## config.mk

```make
export PLATFORM = sky130hd
export DESIGN_NAME = iea_out_buf_flat
export DESIGN_NICKNAME = d
export VERILOG_FILES = /design/src/hw/rtl/integer_expression_alu_top_macros.svh /design/src/hw/rtl/iea_out_if.sv /design/src/hw/rtl/iea_out_buf.sv /design/src/flat_wrapper.sv
export SDC_FILE = /design/constraint.sdc
export NUM_CORES = 1
export LEC_CHECK = 0
export BUFFER_PORTS_ARGS = -buffer_cell sky130_fd_sc_hd__buf_2
export CORE_MARGIN = 10
export CORE_UTILIZATION = 52
export CTS_CLUSTER_SIZE = 40
export DETAILED_ROUTE_END_ITERATION = 8
export PLACE_DENSITY = 0.79
export SLEW_MARGIN = 10
export SYNTH_ARGS = -nofsm -noshare
export SYNTH_HDL_FRONTEND = slang
export SYNTH_SLANG_ARGS = --single-unit
```

## constraint.sdc

```tcl
create_clock -name i_clk -period 2.6 [get_ports i_clk]
set_input_delay 0.13 -clock i_clk [delete_from_list [all_inputs] [get_ports i_clk]]
set_output_delay 0.13 -clock i_clk [all_outputs]
set_load 0.05 [all_outputs]
```

## src/hw/rtl/integer_expression_alu_top_macros.svh

```systemverilog
// assertion macros for the integer expression alu
// used by integer_expression_alu_top.sv, needs i_clk and i_rst_n in scope
`ifndef INTEGER_EXPRESSION_ALU_TOP_MACROS_SVH
`define INTEGER_EXPRESSION_ALU_TOP_MACROS_SVH

// same-cycle implication, checked out of reset
`define IEA_ASSERT_IMPL(label, ante, cons, msg) \
    label: assert property (@(posedge i_clk) disable iff (!i_rst_n) (ante) |-> (cons)) \
        else $error(msg);

// next-cycle implication, checked out of reset
`define IEA_ASSERT_NEXT(label, ante, cons, msg) \
    label: assert property (@(posedge i_clk) disable iff (!i_rst_n) (ante) |=> (cons)) \
        else $error(msg);

`endif

```

## src/hw/rtl/iea_out_if.sv

```systemverilog
// result channel: valid/ready plus value and divide-by-zero flag
// no dependencies
`default_nettype none

interface iea_out_if #(
    parameter int DATA_WIDTH = 32
) ();
    logic                         valid;
    logic                         ready;
    logic signed [DATA_WIDTH-1:0] value;
    logic                         divide_by_zero;

    modport source (output valid, value, divide_by_zero, input ready);
    modport sink   (input valid, value, divide_by_zero, output ready);
endinterface

`default_nettype wire

```

## src/hw/rtl/iea_out_buf.sv

```systemverilog
// two-entry result buffer driving the output channel
// depends on iea_out_if; o_room gates the whole pipeline
`default_nettype none

module iea_out_buf #(
    parameter int DATA_WIDTH = 32
) (
    input  wire logic                  i_clk,
    input  wire logic                  i_rst_n,
    input  wire logic                  i_wr,
    input  wire logic [DATA_WIDTH-1:0] i_value,
    input  wire logic                  i_dz,
    output logic                       o_room,
    iea_out_if.source                  o_out
);

    logic [DATA_WIDTH-1:0] r_val [2];
    logic                  r_dz  [2];
    logic                  r_wr_ptr, r_rd_ptr;
    logic [1:0]            r_count;
    logic [1:0]            n_count;
    logic                  w_pop;

    assign w_pop   = o_out.valid && o_out.ready;
    assign n_count = r_count + {1'b0, i_wr} - {1'b0, w_pop};

    always_ff @(posedge i_clk) begin
        if (!i_rst_n) begin
            r_count  <= '0;
            r_wr_ptr <= 1'b0;
            r_rd_ptr <= 1'b0;
        end else begin
            r_count <= n_count;
            if (i_wr) begin
                r_wr_ptr <= ~r_wr_ptr;
            end
            if (w_pop) begin
                r_rd_ptr <= ~r_rd_ptr;
            end
        end
    end

    always_ff @(posedge i_clk) begin
        if (i_wr) begin
            r_val[r_wr_ptr] <= i_value;
            r_dz[r_wr_ptr]  <= i_dz;
        end
    end

    assign o_room               = r_count != 2'd2;
    assign o_out.valid          = r_count != 2'd0;
    assign o_out.value          = r_val[r_rd_ptr];
    assign o_out.divide_by_zero = r_dz[r_rd_ptr];

endmodule

`default_nettype wire

```

## src/flat_wrapper.sv

```systemverilog
// flat-port wrapper written by rule: the top's interface ports become plain ports
module iea_out_buf_flat 
#(
    parameter int DATA_WIDTH = 32
)
  (i_clk, i_rst_n, i_wr, i_value, i_dz, o_room, o_out_valid, o_out_value, o_out_divide_by_zero, o_out_ready);
  iea_out_if #(.DATA_WIDTH(DATA_WIDTH)) o_out_i ();
  input  wire logic i_clk;
  input  wire logic i_rst_n;
  input  wire logic i_wr;
  input  wire logic [DATA_WIDTH-1:0] i_value;
  input  wire logic i_dz;
  output logic o_room;
  output wire logic [$bits(o_out_i.valid)-1:0] o_out_valid;
  output wire logic [$bits(o_out_i.value)-1:0] o_out_value;
  output wire logic [$bits(o_out_i.divide_by_zero)-1:0] o_out_divide_by_zero;
  input wire logic [$bits(o_out_i.ready)-1:0] o_out_ready;
  assign o_out_valid = o_out_i.valid;
  assign o_out_value = o_out_i.value;
  assign o_out_divide_by_zero = o_out_i.divide_by_zero;
  assign o_out_i.ready = o_out_ready;
  iea_out_buf #(.DATA_WIDTH(DATA_WIDTH)) u_core (.i_clk(i_clk), .i_rst_n(i_rst_n), .i_wr(i_wr), .i_value(i_value), .i_dz(i_dz), .o_room(o_room), .o_out(o_out_i));
endmodule
```

Word-level counts from Yosys, hierarchy flattened:

Memories as Yosys holds them, arrays and structs flattened. A register that Yosys moved wholly into a read port is not among the register bits.
Cells that the tools add are included.
Widths: inputs -> output; s select.

* register bits: 4
* bits in writable memories: 66
* bits of input ports: 37
* output and inout port bits: 35
* logic and storage cells: 18
* memories: 2

Memory list
* u_core.r_val: depth 2, bits a word 32, read ports 1, clocked after memory_dff 1, wr ports 1, RTL line iea_out_buf.sv:17 `logic [DATA_WIDTH-1:0] r_val [2];`
* u_core.r_dz: depth 2, bits a word 1, read ports 1, clocked after memory_dff 1, wr ports 1, RTL line iea_out_buf.sv:18 `logic r_dz [2];`

* $add $sub $neg: 2
* equal/unequal tests: 1
* muxes and demuxes: 6
* bitwise operators: 2
* reductions and logical operators: 2

Operators by type and width (count)
* $mux 1: 6
* $add 2x1->2: 1
* $ne 2x2->1 const B: 1
* $not 1->1: 2
* $reduce_bool 2->1: 1
* $sub 2x1->2: 1
* $logic_and 1x1->1: 1

Longest topological paths before layout:

* depth after elaboration: 4
* depth in mapped cells: 6
* mapped depth without buffers: 6

Worst setup path before layout:

Ideal clock, no wire load.

* kind: reg-to-reg
* from: reg u_core.r_wr_ptr
* to: mem u_core.r_dz[0] (enable)
* library setup time: 0.428 ns
* arrival: 1.820 ns
* required time: 2.172 ns
* setup slack: 0.352 ns
* stages on the path, launching flop included: 2
* buffers on the path: 0
* clock period less this slack: 2.248 ns
* cell sequence: dfxtp_1 -> nor2b_1

RTL lines
* from (decl): RTL line iea_out_buf.sv:19 `logic r_wr_ptr, r_rd_ptr;`
* from (signal assigned): RTL line iea_out_buf.sv:35 `r_wr_ptr <= ~r_wr_ptr;`
* to (decl): RTL line iea_out_buf.sv:18

Straight into the memory's write port.

==> metrics.yaml <==
status: "complete, no violations"
yosysSeqAreaShare_pct: 75.57
dp_hpwl_um: 3555
clkPwrFrac_pct: 28.1
coreArea_um2: 5107
io_pins: 72
critPathKind: "reg2out"
endpoint_kind: "output pin"
rsz0062_at_grt: "false"
dr.pass1.iters: 4
total_power_uw: 3470
crit_path_top_delay_cell: "dfxtp_2"
rows: 26
drive_above_1_share_pct: 51.64
wl_um: 5381
nFillCells: 318
min_period_ps: 1952
grt_pass1_wl_um: 8576
nets: 278
dp_worst_setup_slack_ps: 1001
ctsResizeCount: 0
initial_core_util_pct: 53.94
ys_ff_latch: 71
syn-num-nets: 165
cts_tree: "built"
grt_max_degree: 35
cts.path.max_buffers: 2
clock-root-buffer: "clkbuf_8"
numCtsBuffers: 9
antenna_left: 0
p_switching_uw: 1129
vias: 1493
layout_commonest_cell: "buf_2"
vdd_drop_max_mv: 0.7932
synth_area_leaders: "edfxtp_1 (72%), mux2_4 (16%), dfxtp_1 (3.6%), buf_6 (1.6%), mux2_2 (1.2%)"
place_area_um2: 3189
postCtsSetupBuffers: 0
vias_per_cell: 4.740
syn-cell-area_um2: 2755
crit_fanout: 17
routabilityCongestion: 0.7035
yosysTopAreaCell: "edfxtp_1"
power_density_nw_per_um2: 924.3
antenna_found_initial: 1
grt_pass1_vias: 1691
dieArea_um2: 8610
regArea_um2: 2083
htreeDepth: 3
grt.overflow.total: 0
synth_warnings: 0
fin_setup_tns_ps: 0
routedWlPerCell_um: 17.08
path_clk_slew_ps: 70
final_max_slew_viol_count: 0
switching_share_pct: 32.54
worstHoldPathType: "in2reg"
hold_viol_final: 0
io_buffer_count: 71
fin_util_pct: 73.49
finClkSkew_ps: 9.877
synth_area_per_cell_um2: 21.87
arrival_ps: 1820
mostFrequentLayoutCells: "buf_2 (71), edfxtp_1 (66), dlygate4sd3_1 (33), mux2_4 (30), clkbuf_8 (11)"
drc: 0
relSlewSlack_pct: 36.66
max_freq_ghz: 0.5123
cp_slowest_stage_delay_ps: 690
cp-start-kind: "flop"
worst_pin_slew_ps: 948.1
setup_viol: 0
cap_viol_max_count: 0
die_h_um: 92.79
comb_power_share_pct: 31.2
grtUsageTotal_pct: 13.08
synth_top_area_share_pct: 71.93
dieWidth_um: 92.79
seqPwrFrac_pct: 40.7
internal_power_uw: 2340
ys_types: 16
multi_input_area_um2: 628.1
postLayoutCellArea_um2: 3754
p_leak_uw: 0.001506
crit_chain: "buf_12 > mux2_4 > buf_2"
clk_latency_ps: 330
required_ps: 2470
synth_cells: 126
cts_sinks: 71
fin_crit_sh_pct: 75.07
fin_ws_ps: 648.2
area_growth_pct: 36.24
drtIter0Drc: 63
-- state kept, by name, summed over array words and instances (netlist names), named ones only --
register,cells
u_core.r_val,64
u_core.r_count,2
u_core.r_dz,2
u_core.r_rd_ptr,1
u_core.r_wr_ptr,1
-- final cells by class --
cell class | count | share of cell area, %
Tap cell | 70 | 2.333
Multi-Input combinational cell | 49 | 16.73
Clock buffer | 11 | 4.033
Antenna cell | 1 | 0.06667
Sequential cell | 71 | 55.50
Timing Repair Buffer | 106 | 19.00
Clock inverter | 5 | 2.133
Inverter | 2 | 0.2000
-- worst max-delay path, delay by kind of cell, from the launching register on --
| kind | cells | cell delay [ps] |
|---|---|---|
| muxes | 1 | 320 |
| DFF | 1 | 690 |
| buffers and inverters | 2 | 470 |
-- through the flow --
stage | std cells | hold slack [ps]
floorplan | 126 | 228.9
CTS | 314 | 59.46
global route | 315 | 68.82
detailed placement | 265 | 321.9
global placement | 265 | 318.2
finish | 315 | 67.13
-- cell usage after synthesis --
library cell and number:
o21a_1 2, and2_1 2, inv_1 2, mux2i_1 2, edfxtp_1 66, ha_1 2, mux2_4 30, nand2_1 2
nor2b_2 1, buf_6 4, nor2b_1 2, nand2b_1 1, dfxtp_1 5, xnor3_1 1, mux2_2 3, or2_2 1
-- logic make-up (layout without fill, tap and decap cells) --
logic type | Yosys count | after routing | synth area share, %
and+or+nand+nor | 9 | 9 | 1.953
buffers and inverters | 6 | 124 | 1.907
xor gates and xnor gates | 1 | 1 | 0.8174
other | 0 | 1 | 0
muxes | 35 | 35 | 18.30
DFF | 71 | 71 | 75.57
adders and majority gates | 2 | 2 | 0.9081
AOI/OAI and AO/OA | 2 | 2 | 0.5448
-- repair_timing --
action	4_1_cts	5_1_grt
endpoints found under the setup margin	0	0
hold buffers	33	0
endpoints found under the hold margin	66	0
-- worst paths after layout --
kind / startpoint / to / slack, ps / depth (start not counted)
worst max-delay path: flop / o_out_value[19] / 650 / 3
worst min-delay path: i_rst_n / u_core.r_count[0] / 70 / 2
worst max register to register: u_core.r_count[1] / u_core.r_count[1] / 1070 / 6
worst min register to register: u_core.r_rd_ptr / flop / 480 / 2
-- power by group through the flow --
stage          clock network (uW)  logic, uW  registers [uW]
6_report                      974       1080            1410
5_1_grt                      1050       1140            1420
4_1_cts                       988       1100            1410
3_5_place_dp                    0       1050            1440
3_3_place_gp                    0       1030            1430
2_1_floorplan                   0        909            1380
-- metal layers --
layer  vias up  GRT usage (%)  wire length [um]
met2        44          23.48              3011
met1       725          12.71              1996
met5         -              0                 0
li1        712              -                 -
met3        12          3.713               232
met4         0          8.869               141
Note: power is estimated with default switching activity, not from simulation.
