**src/hw/rtl/integer_expression_alu_top_macros.svh**
```systemverilog
// assertion macros for the integer expression alu
// used by integer_expression_alu_top.sv, needs i_clk and i_rst_n in scope
`ifndef INTEGER_EXPRESSION_ALU_TOP_MACROS_SVH
`define INTEGER_EXPRESSION_ALU_TOP_MACROS_SVH

// same-cycle implication, checked out of reset
`define IEA_ASSERT_IMPL(label, ante, cons, msg) \
    label: assert property (@(posedge i_clk) disable iff (!i_rst_n) (ante) |-> (cons)) \
        else $error(msg);

// next-cycle implication, checked out of reset
`define IEA_ASSERT_NEXT(label, ante, cons, msg) \
    label: assert property (@(posedge i_clk) disable iff (!i_rst_n) (ante) |=> (cons)) \
        else $error(msg);

`endif

```
**src/hw/rtl/iea_pkg.sv**
```systemverilog
// shared types for the integer expression alu
// no dependencies, compiled first
`default_nettype none

package iea_pkg;

    localparam int KIND_W = 4;

    typedef enum logic [KIND_W-1:0] {
        KIND_ADD  = 4'd0,
        KIND_SUB  = 4'd1,
        KIND_MUL  = 4'd2,
        KIND_DIV  = 4'd3,
        KIND_LT   = 4'd4,
        KIND_LE   = 4'd5,
        KIND_EQ   = 4'd6,
        KIND_NE   = 4'd7,
        KIND_GT   = 4'd8,
        KIND_GE   = 4'd9,
        KIND_LOR  = 4'd10,
        KIND_LAND = 4'd11,
        KIND_OR   = 4'd12,
        KIND_AND  = 4'd13,
        KIND_XOR  = 4'd14,
        KIND_NOT  = 4'd15
    } t_kind;

    // control that travels with each item down the pipe
    typedef struct packed {
        logic  valid;
        t_kind kind;
        logic  neg;   // quotient sign
        logic  dz;    // division with zero divisor
    } t_ctl;

endpackage

`default_nettype wire

```
**src/hw/rtl/iea_front.sv**
```systemverilog
// front end: input register, simple ops, split multiplier, divide prep
// depends on iea_pkg
`default_nettype none

module iea_front import iea_pkg::*; #(
    parameter int DATA_WIDTH = 32
) (
    input  wire logic                         i_clk,
    input  wire logic                         i_rst_n,
    input  wire logic                         i_en,
    input  wire logic                         i_valid,
    input  wire t_kind                        i_kind,
    input  wire logic signed [DATA_WIDTH-1:0] i_a,
    input  wire logic signed [DATA_WIDTH-1:0] i_b,
    output t_ctl                              o_ctl,
    output logic [DATA_WIDTH-1:0]             o_fast,
    output logic [DATA_WIDTH-1:0]             o_mag_a,
    output logic [DATA_WIDTH-1:0]             o_mag_b
);

    localparam int HL = DATA_WIDTH / 2;
    localparam int HH = DATA_WIDTH - HL;

    // input register
    logic                         r_v1;
    t_kind                        r_k1;
    logic signed [DATA_WIDTH-1:0] r_a1;
    logic signed [DATA_WIDTH-1:0] r_b1;

    always_ff @(posedge i_clk) begin
        if (!i_rst_n) begin
            r_v1 <= 1'b0;
        end else if (i_en) begin
            r_v1 <= i_valid;
        end
    end

    always_ff @(posedge i_clk) begin
        if (i_en) begin
            r_k1 <= i_kind;
            r_a1 <= i_a;
            r_b1 <= i_b;
        end
    end

    // stage a: simple ops, partial products, magnitudes
    logic                  w_bit;
    logic [DATA_WIDTH-1:0] n_simple;
    logic [HL-1:0]         w_al, w_bl;
    logic [HH-1:0]         w_ah, w_bh;
    logic [2*HL-1:0]       n_pp_ll;
    logic [HH-1:0]         n_pp_lh, n_pp_hl;
    logic [DATA_WIDTH-1:0] n_mag_a, n_mag_b;
    t_ctl                  n_ctl_a;

    always_comb begin
        w_bit    = 1'b0;
        n_simple = '0;
        unique case (r_k1)
            KIND_ADD:  n_simple = r_a1 + r_b1;
            KIND_SUB:  n_simple = r_a1 - r_b1;
            KIND_MUL:  n_simple = '0;
            KIND_DIV:  n_simple = '0;
            KIND_LT:   w_bit = r_a1 < r_b1;
            KIND_LE:   w_bit = r_a1 <= r_b1;
            KIND_EQ:   w_bit = r_a1 == r_b1;
            KIND_NE:   w_bit = r_a1 != r_b1;
            KIND_GT:   w_bit = r_a1 > r_b1;
            KIND_GE:   w_bit = r_a1 >= r_b1;
            KIND_LOR:  w_bit = (r_a1 != '0) || (r_b1 != '0);
            KIND_LAND: w_bit = (r_a1 != '0) && (r_b1 != '0);
            KIND_OR:   n_simple = r_a1 | r_b1;
            KIND_AND:  n_simple = r_a1 & r_b1;
            KIND_XOR:  n_simple = r_a1 ^ r_b1;
            KIND_NOT:  w_bit = r_a1 == '0;
        endcase
        if (w_bit) begin
            n_simple = {{(DATA_WIDTH-1){1'b0}}, 1'b1};
        end
    end

    assign w_al = r_a1[HL-1:0];
    assign w_ah = r_a1[DATA_WIDTH-1:HL];
    assign w_bl = r_b1[HL-1:0];
    assign w_bh = r_b1[DATA_WIDTH-1:HL];

    // cross terms only matter below bit DATA_WIDTH
    assign n_pp_ll = (2*HL)'(w_al) * (2*HL)'(w_bl);
    assign n_pp_lh = HH'(w_al) * w_bh;
    assign n_pp_hl = w_ah * HH'(w_bl);

    assign n_mag_a = r_a1[DATA_WIDTH-1] ? -r_a1 : r_a1;
    assign n_mag_b = r_b1[DATA_WIDTH-1] ? -r_b1 : r_b1;

    assign n_ctl_a.valid = r_v1;
    assign n_ctl_a.kind  = r_k1;
    assign n_ctl_a.neg   = r_a1[DATA_WIDTH-1] ^ r_b1[DATA_WIDTH-1];
    assign n_ctl_a.dz    = (r_k1 == KIND_DIV) && (r_b1 == '0);

    t_ctl                  r_ctl_a;
    logic [DATA_WIDTH-1:0] r_simple_a;
    logic [2*HL-1:0]       r_pp_ll;
    logic [HH-1:0]         r_pp_lh, r_pp_hl;
    logic [DATA_WIDTH-1:0] r_mag_a_a, r_mag_b_a;

    always_ff @(posedge i_clk) begin
        if (!i_rst_n) begin
            r_ctl_a <= '0;
        end else if (i_en) begin
            r_ctl_a <= n_ctl_a;
        end
    end

    always_ff @(posedge i_clk) begin
        if (i_en) begin
            r_simple_a <= n_simple;
            r_pp_ll    <= n_pp_ll;
            r_pp_lh    <= n_pp_lh;
            r_pp_hl    <= n_pp_hl;
            r_mag_a_a  <= n_mag_a;
            r_mag_b_a  <= n_mag_b;
        end
    end

    // stage b: fold partial products
    logic [HH-1:0]         w_cross;
    logic [DATA_WIDTH-1:0] w_prod;
    logic [DATA_WIDTH-1:0] n_fast;

    assign w_cross = r_pp_lh + r_pp_hl;
    assign w_prod  = DATA_WIDTH'(r_pp_ll) + {w_cross, {HL{1'b0}}};
    assign n_fast  = (r_ctl_a.kind == KIND_MUL) ? w_prod : r_simple_a;

    t_ctl                  r_ctl_b;
    logic [DATA_WIDTH-1:0] r_fast_b, r_mag_a_b, r_mag_b_b;

    always_ff @(posedge i_clk) begin
        if (!i_rst_n) begin
            r_ctl_b <= '0;
        end else if (i_en) begin
            r_ctl_b <= r_ctl_a;
        end
    end

    always_ff @(posedge i_clk) begin
        if (i_en) begin
            r_fast_b  <= n_fast;
            r_mag_a_b <= r_mag_a_a;
            r_mag_b_b <= r_mag_b_a;
        end
    end

    assign o_ctl   = r_ctl_b;
    assign o_fast  = r_fast_b;
    assign o_mag_a = r_mag_a_b;
    assign o_mag_b = r_mag_b_b;

endmodule

`default_nettype wire

```
**config.mk**
```make
export PLATFORM = sky130hd
export DESIGN_NAME = iea_front
export DESIGN_NICKNAME = d
export VERILOG_FILES = /design/src/hw/rtl/integer_expression_alu_top_macros.svh /design/src/hw/rtl/iea_pkg.sv /design/src/hw/rtl/iea_front.sv
export SDC_FILE = /design/constraint.sdc
export NUM_CORES = 2
export LEC_CHECK = 0
export ABC_CLOCK_PERIOD_IN_PS = 8450
export BUFFER_PORTS_ARGS = -buffer_cell sky130_fd_sc_hd__buf_2
export CORE_MARGIN = 1
export CORE_UTILIZATION = 61
export DETAILED_ROUTE_END_ITERATION = 8
export PLACE_DENSITY_LB_ADDON = 0.15
export SLEW_MARGIN = 5
export SYNTH_ARGS = -nofsm -noshare
export SYNTH_HDL_FRONTEND = slang
export SYNTH_SLANG_ARGS = --single-unit
export TNS_END_PERCENT = 20
```
**constraint.sdc**
```tcl
create_clock -name i_clk -period 8.45 [get_ports i_clk]
set_input_delay 0.845 -clock i_clk [delete_from_list [all_inputs] [get_ports i_clk]]
set_output_delay 0.845 -clock i_clk [all_outputs]
set_load 0.05 [all_outputs]
```
Word level (Yosys, flattened, before mapping)
Index checks and enable logic that the tools add are counted.
- word-level logic and storage cells: 70
- input port bits: 72
- register bits after elaboration: 339
- output and inout port bits: 103
- bitwise logic cells: 4
- muxes and demuxes: 5
- add/sub/neg operators: 6
- eq/ne operators: 17
- reduce and logical (&&, ||, !) cells: 8
- $mul: 3
- $lt $le $gt $ge: 4
- operators with widths (cell ; number):
    case mux 32 bit (5 select lines) ; 1
    adder 32 bit ; 2
    zero test 32 bit ; 2
    negator 32 bit ; 2
    nonzero test 32 bit ; 2
    2-to-1 mux 31 bit ; 2
    AND 32 bit ; 1
    == test 32 bit ; 1
    == test 4 bit (second input constant) ; 8
    greater-or-equal comparator 32 bit ; 1
    > comparator 32 bit ; 1
    <= comparator 32 bit ; 1
    < comparator 32 bit ; 1
    multiplier 16 x 16 -> 16 bit ; 2
    multiplier 16 x 16 -> 32 bit ; 1
    2-to-1 mux 32 bit ; 1
    != test 32 bit ; 1
    OR 32 bit ; 1
    subtractor 32 bit ; 1
    XOR 32 bit ; 1
    adder 16 bit ; 1
    == test 4 x 3 -> 1 bit (second input constant) ; 4
    case mux 1 bit (9 select lines) ; 1
    == test 4 x 2 -> 1 bit (second input constant) ; 2
    5 further kinds ; 6

Depth between registers and ports, before layout
- depth in word-level cells: 3
- gate-level depth with buffers: 25
- depth with buffers taken out: 24

Worst setup path before layout
OpenSTA, ideal clock, no wires.
- kind: flip-flop to flip-flop
- from: reg r_b1[4]
- to: reg r_pp_ll[30] (data pin)
- cell stages (with the launch flop): 26
- period minus slack after synthesis: 6477 ps
- required time: 8192 ps
- data arrival time: 6219 ps
- setup slack: 1973 ps
- path buffers: 2
- setup time: 258 ps
- cell sequence: edfxtp_1 -> inv_1 -> clkbuf_1 -> buf_1 -> nor2_1 -> fa_1 -> inv_1 -> fa_1 -> fa_1 -> inv_1 -> fa_1 -> fa_1 -> inv_1 -> fa_1 -> inv_1 -> ha_1 -> o21a_1 -> o21a_1 -> o21ai_0 -> nor2_1 -> a21oi_1 -> or4b_2 -> a41oi_1 -> o21a_1 -> nor2_1 -> xnor2_1
- longest elaborated chain between the ends: 1
- ends and longest elaborated chain (what ; RTL line ; RTL):
    start: declaration ; iea_front.sv:28 ; logic signed [DATA_WIDTH-1:0] r_b1;
    start signal: assignment ; iea_front.sv:42 ; r_b1 <= i_b;
    multiplier 16 x 16 -> 32 bit ; iea_front.sv:88 ; assign n_pp_ll = (2*HL)'(w_al) * (2*HL)'(w_bl);
    net n_pp_ll[30] ; iea_front.sv:51 ; logic [2*HL-1:0] n_pp_ll;
    end signal: assignment ; iea_front.sv:117 ; r_pp_ll <= n_pp_ll;
    end: declaration ; iea_front.sv:102 ; logic [2*HL-1:0] r_pp_ll;
The timed path passes the listed nets, and every way through them passes these cells.
A chain may end at the register's enable or synchronous reset.

Final worst setup path
- from: reg r_b1[3]
- to: reg r_pp_ll[31] (data pin)
The elaborated chain is that of the path after synthesis.

==> metrics.md <==
| Metric | Value |
|---|---|
| Outcome | `finished, final reports clean` |
| EDFF count, synth | `324` |
| Die X | `236.4 um` |
| Clock transition at the registers of the reported paths | `0.06 ns` |
| Vias per inst | `6.276` |
| Pins Over Slew Limit | `0` |
| TritonCTS Buffers | `39` |
| Synth area leaders | `edfxtp_1 29%, fa_1 21%, ha_1 12%` |
| Compound-Gate Fraction of Synth Area | `under 10%` |
| Largest net degree at the start of global routing | `137` |
| Setup TNS | `0 ns` |
| Post-CTS Setup Bufs | `0` |
| Mapped Cells | `3445` |
| Main synth FF type | `edfxtp_1` |
| Die height | `236.4 um` |
| Hold Path Stages | `0` |
| DR DRC count | `0` |
| Grt ovf | `0` |
| Core Area | `54030 sq um` |
| Clock tree root buffer cell | `clkbuf_16` |
| RSZ-0062 raised after global routing | `false` |
| Clock sinks | `339` |
| Hold EP | `o_mag_b[0]$_DFFE_PP_` |
| Drt wl/cell | `27.16 um` |
| Post-Synth Simple-Gate Area | `between 10 and 15%` |
| Max Freq | `131.2 MHz` |
| FILL cells | `roughly 4300` |
| Syn. warnings | `0` |
| Htree depth | `2` |
| GRT Overall Usage | `42.48%` |
| Cts hold-fix bufs | `0` |
| Initial drt markers | `2951` |
| Critical-path top delay cell | `edfxtp_1` |
| Arr. time, crit path | `7.93 ns` |
| Hold Crit Start | `r_mag_b_a[0]$_DFFE_PP_` |
| Num rows | `85` |
| Post-synth top area share | `29.02%` |
| Area of the multi-input gates | `20710 sq um` |
| CP max stage delay | `1.13 ns` |
| Mux cell area share after synthesis | `1.288%` |
| Share of layout cells above drive strength 1 | `9.639%` |
| Layout Nets | `4333` |
| Clock skew | `0.02788 ns` |
| Crit. Startpoint | `r_b1[3]$_DFFE_PP_` |
| CP dominant cell by count | `inv_1` |
| CTS tree | `done` |
| Synthesized Nets | `roughly 4200` |
| First-pass GRT wire length | `173.1 mm` |
| Seq/Total Area, Yosys | `~30%` |
| Adder-cell share of the synthesized area | `roughly a third` |
| CP max FO | `20` |
| Normalized max-slew margin | `21.72%` |
| Max clock buf depth | `3` |
| Dpl hpwl | `89.75 mm` |
| CP required | `8.76 ns` |
| Fraction of registers with async set/reset | `0%` |
| Post-synthesis average cell area | `between 9 and 10 sq um` |
| Worst path cell trace | `inv_1 > nor2_1 > fa_1 > ha_1 > ha_1 > inv_1 > fa_1 > inv_1 > ha_1 > inv_1 > fa_1 > inv_1 > ha_1 > o21a_1 > a2111oi_1 > o311ai_0 > nand2_1 > o21ai_1 > nor4b_1 > a211oi_1 > o2111ai_1 > a21oi_1 > xnor2_1` |
| Vias | `27010` |
| Synthesis-stage register bit count | `~340` |
| Count of final setup violators | `0` |
| Setup Crit Path Kind | `flip-flop to flip-flop` |
| R2R depth | `23` |
| Slew at the pin closest to its max-slew limit | `1.174 ns` |
| Port Buffers | `174` |
| Crit. End Element | `flip-flop` |
| Critical R2R Capture | `r_pp_ll[31]$_DFFE_PP_` |
| Max Cap Viol | `0` |
| Final-report hold violation count | `0` |
| Vias in the first global route | `between 20000 and 30000` |
| Crit Reg-Reg Startpoint | `r_b1[3]$_DFFE_PP_` |
| DRT Wirelength | `116.9 mm` |
| I/O pins | `175` |
| Initial core utilization | `roughly 62%` |
| Hold Crit Class | `flip-flop to flip-flop` |
| Area growth syn-to-layout | `8.988%` |
| R2R Setup Slk | `just over 0.8 ns` |
| Worst-Skew Late Latency | `0.58 ns` |
| Min Tclk post-route | `7.619 ns` |
| Initial antenna violation count | `5` |
| Mapped Area | `33520 sq um` |
| Tcrit/Tclk final | `90.17%` |
| Xor/xnor share of the synthesized area | `approximately 5.5%` |
| Placer Congestion | `1.075` |
| Netlist cell types | `81` |
| ANT nets after route | `0` |
| CTS-repair resized insts | `0` |
| Total iterations of the first detailed-routing run | `8` |
| Die area | `about 56000 sq um` |
| Startpoint Class | `flip-flop` |
| Sequential Area | `10030 sq um` |
| Post-synth top area cell | `edfxtp_1` |
| Largest family of logic cells by synthesized area | `adder cells` |
| Post-layout util | `67.62%` |
## synth_stat cells, drive strengths merged (20+ instances only)
| cell | instances |
|---|---|
| nor2b | 29 |
| nand3 | 24 |
| mux2i | 42 |
| clkbuf | 129 |
| o31ai | 25 |
| a22oi | 31 |
| o21ai | 112 |
| nor2 | 343 |
| nand2 | 420 |
| a21o | 27 |
| ha | 330 |
| a21oi | 113 |
| o22ai | 26 |
| xor2 | 26 |
| fa | 358 |
| nor3 | 39 |
| or3 | 20 |
| inv | 566 |
| buf | 30 |
| xnor2 | 186 |
| edfxtp | 324 |
## critical path: cells and delay by family (launching register included)
kind	cells	cell delay, ns
AO/OA/AOI/OAI	7	2.32
XOR/XNOR	1	0.09
adder cells (fa/ha/maj)	7	2.40
buffers and inverters	5	0.80
flip-flops	1	1.13
AND/OR/NAND/NOR	3	0.59
## sequential cells by signal, summed over array words and instances, names as in the netlist
name / cells
o_fast: 32
o_mag_a: 32
o_mag_b: 32
r_a1: 32
r_b1: 32
r_mag_a_a: 32
r_mag_b_a: 32
r_pp_ll: 32
r_simple_a: 32
r_pp_hl: 16
r_pp_lh: 16
o_ctl: 7
r_ctl_a: 7
r_k1: 4
r_v1: 1
## per-layer routing
layer / global-route usage (%) / share of wire [%] / vias up
li1: - / - / 11470
met3: 10.64 / 11 / 435
met1: 53.62 / 36 / 13350
met5: 0 / 0 / -
met4: 29.42 / 7.9 / 0
met2: 64.43 / 44 / 1758
## cell families after synthesis
family | Yosys count
xor gates and xnor gates | 212
adders and majority gates | 688
DFF | 339
muxes | 43
buffers and inverters | 739
AOI/OAI and AO/OA | 471
and+or+nand+nor | 953
## how the worst max path moves through the flow
stage | cells past startpoint | end | slack (ns)
2_1_floorplan | 25 | r_pp_ll[30]$_DFFE_PP_ | 1.97
3_3_place_gp | 22 | r_pp_ll[30]$_DFFE_PP_ | 1.33
3_5_place_dp | 20 | r_pp_ll[31]$_DFFE_PP_ | 1.08
4_1_cts | 20 | r_pp_ll[31]$_DFFE_PP_ | 0.98
5_1_grt | 20 | r_pp_ll[31]$_DFFE_PP_ | 0.47
6_report | 23 | r_pp_ll[31]$_DFFE_PP_ | 0.83
## cell type report
class	count	area share, %
Clock inverter	19	0.6918
Timing Repair Buffer	246	3.925
Tap cell	696	2.384
Inverter	580	5.969
Multi-Input combinational cell	2367	56.70
Clock buffer	49	2.829
Antenna cell	8	0.05479
Sequential cell	339	27.45
## cell usage in the layout (no fill, tap or decap), types with 15 or more instances in the layout
cell type,instances
xnor2_1,186
nand4_1,18
o31ai_1,25
o22ai_1,26
a21o_1,27
clkbuf_16,39
buf_4,71
inv_1,557
a21oi_1,113
dfxtp_1,15
nor2b_1,29
nor3_1,39
ha_1,330
or3_1,17
o21a_1,18
nor2_1,341
mux2i_1,42
o21bai_1,18
fa_1,358
a22oi_1,31
nand2_1,420
buf_2,173
nand3_1,23
edfxtp_1,324
o21ai_0,111
xor2_1,26
## per-stage QoR
stage / hold slack (ns) / setup slack (ns) / area, sq um / instances
after global routing: 0.4228 / 0.4680 / 36520 / 4297
after global placement: 0.4036 / 1.333 / 35230 / 4228
after CTS: 0.4178 / 0.9848 / 36520 / 4296
final: 0.4152 / 0.8308 / 36540 / 4304
after detailed placement: 0.4045 / 1.083 / 35230 / 4228
after floorplan: 0.4003 / 1.973 / 33520 / 3445
Power is left out: the tool's default activity adds up to more than one toggle a clock period on the data nets, which glitch-free logic cannot reach.
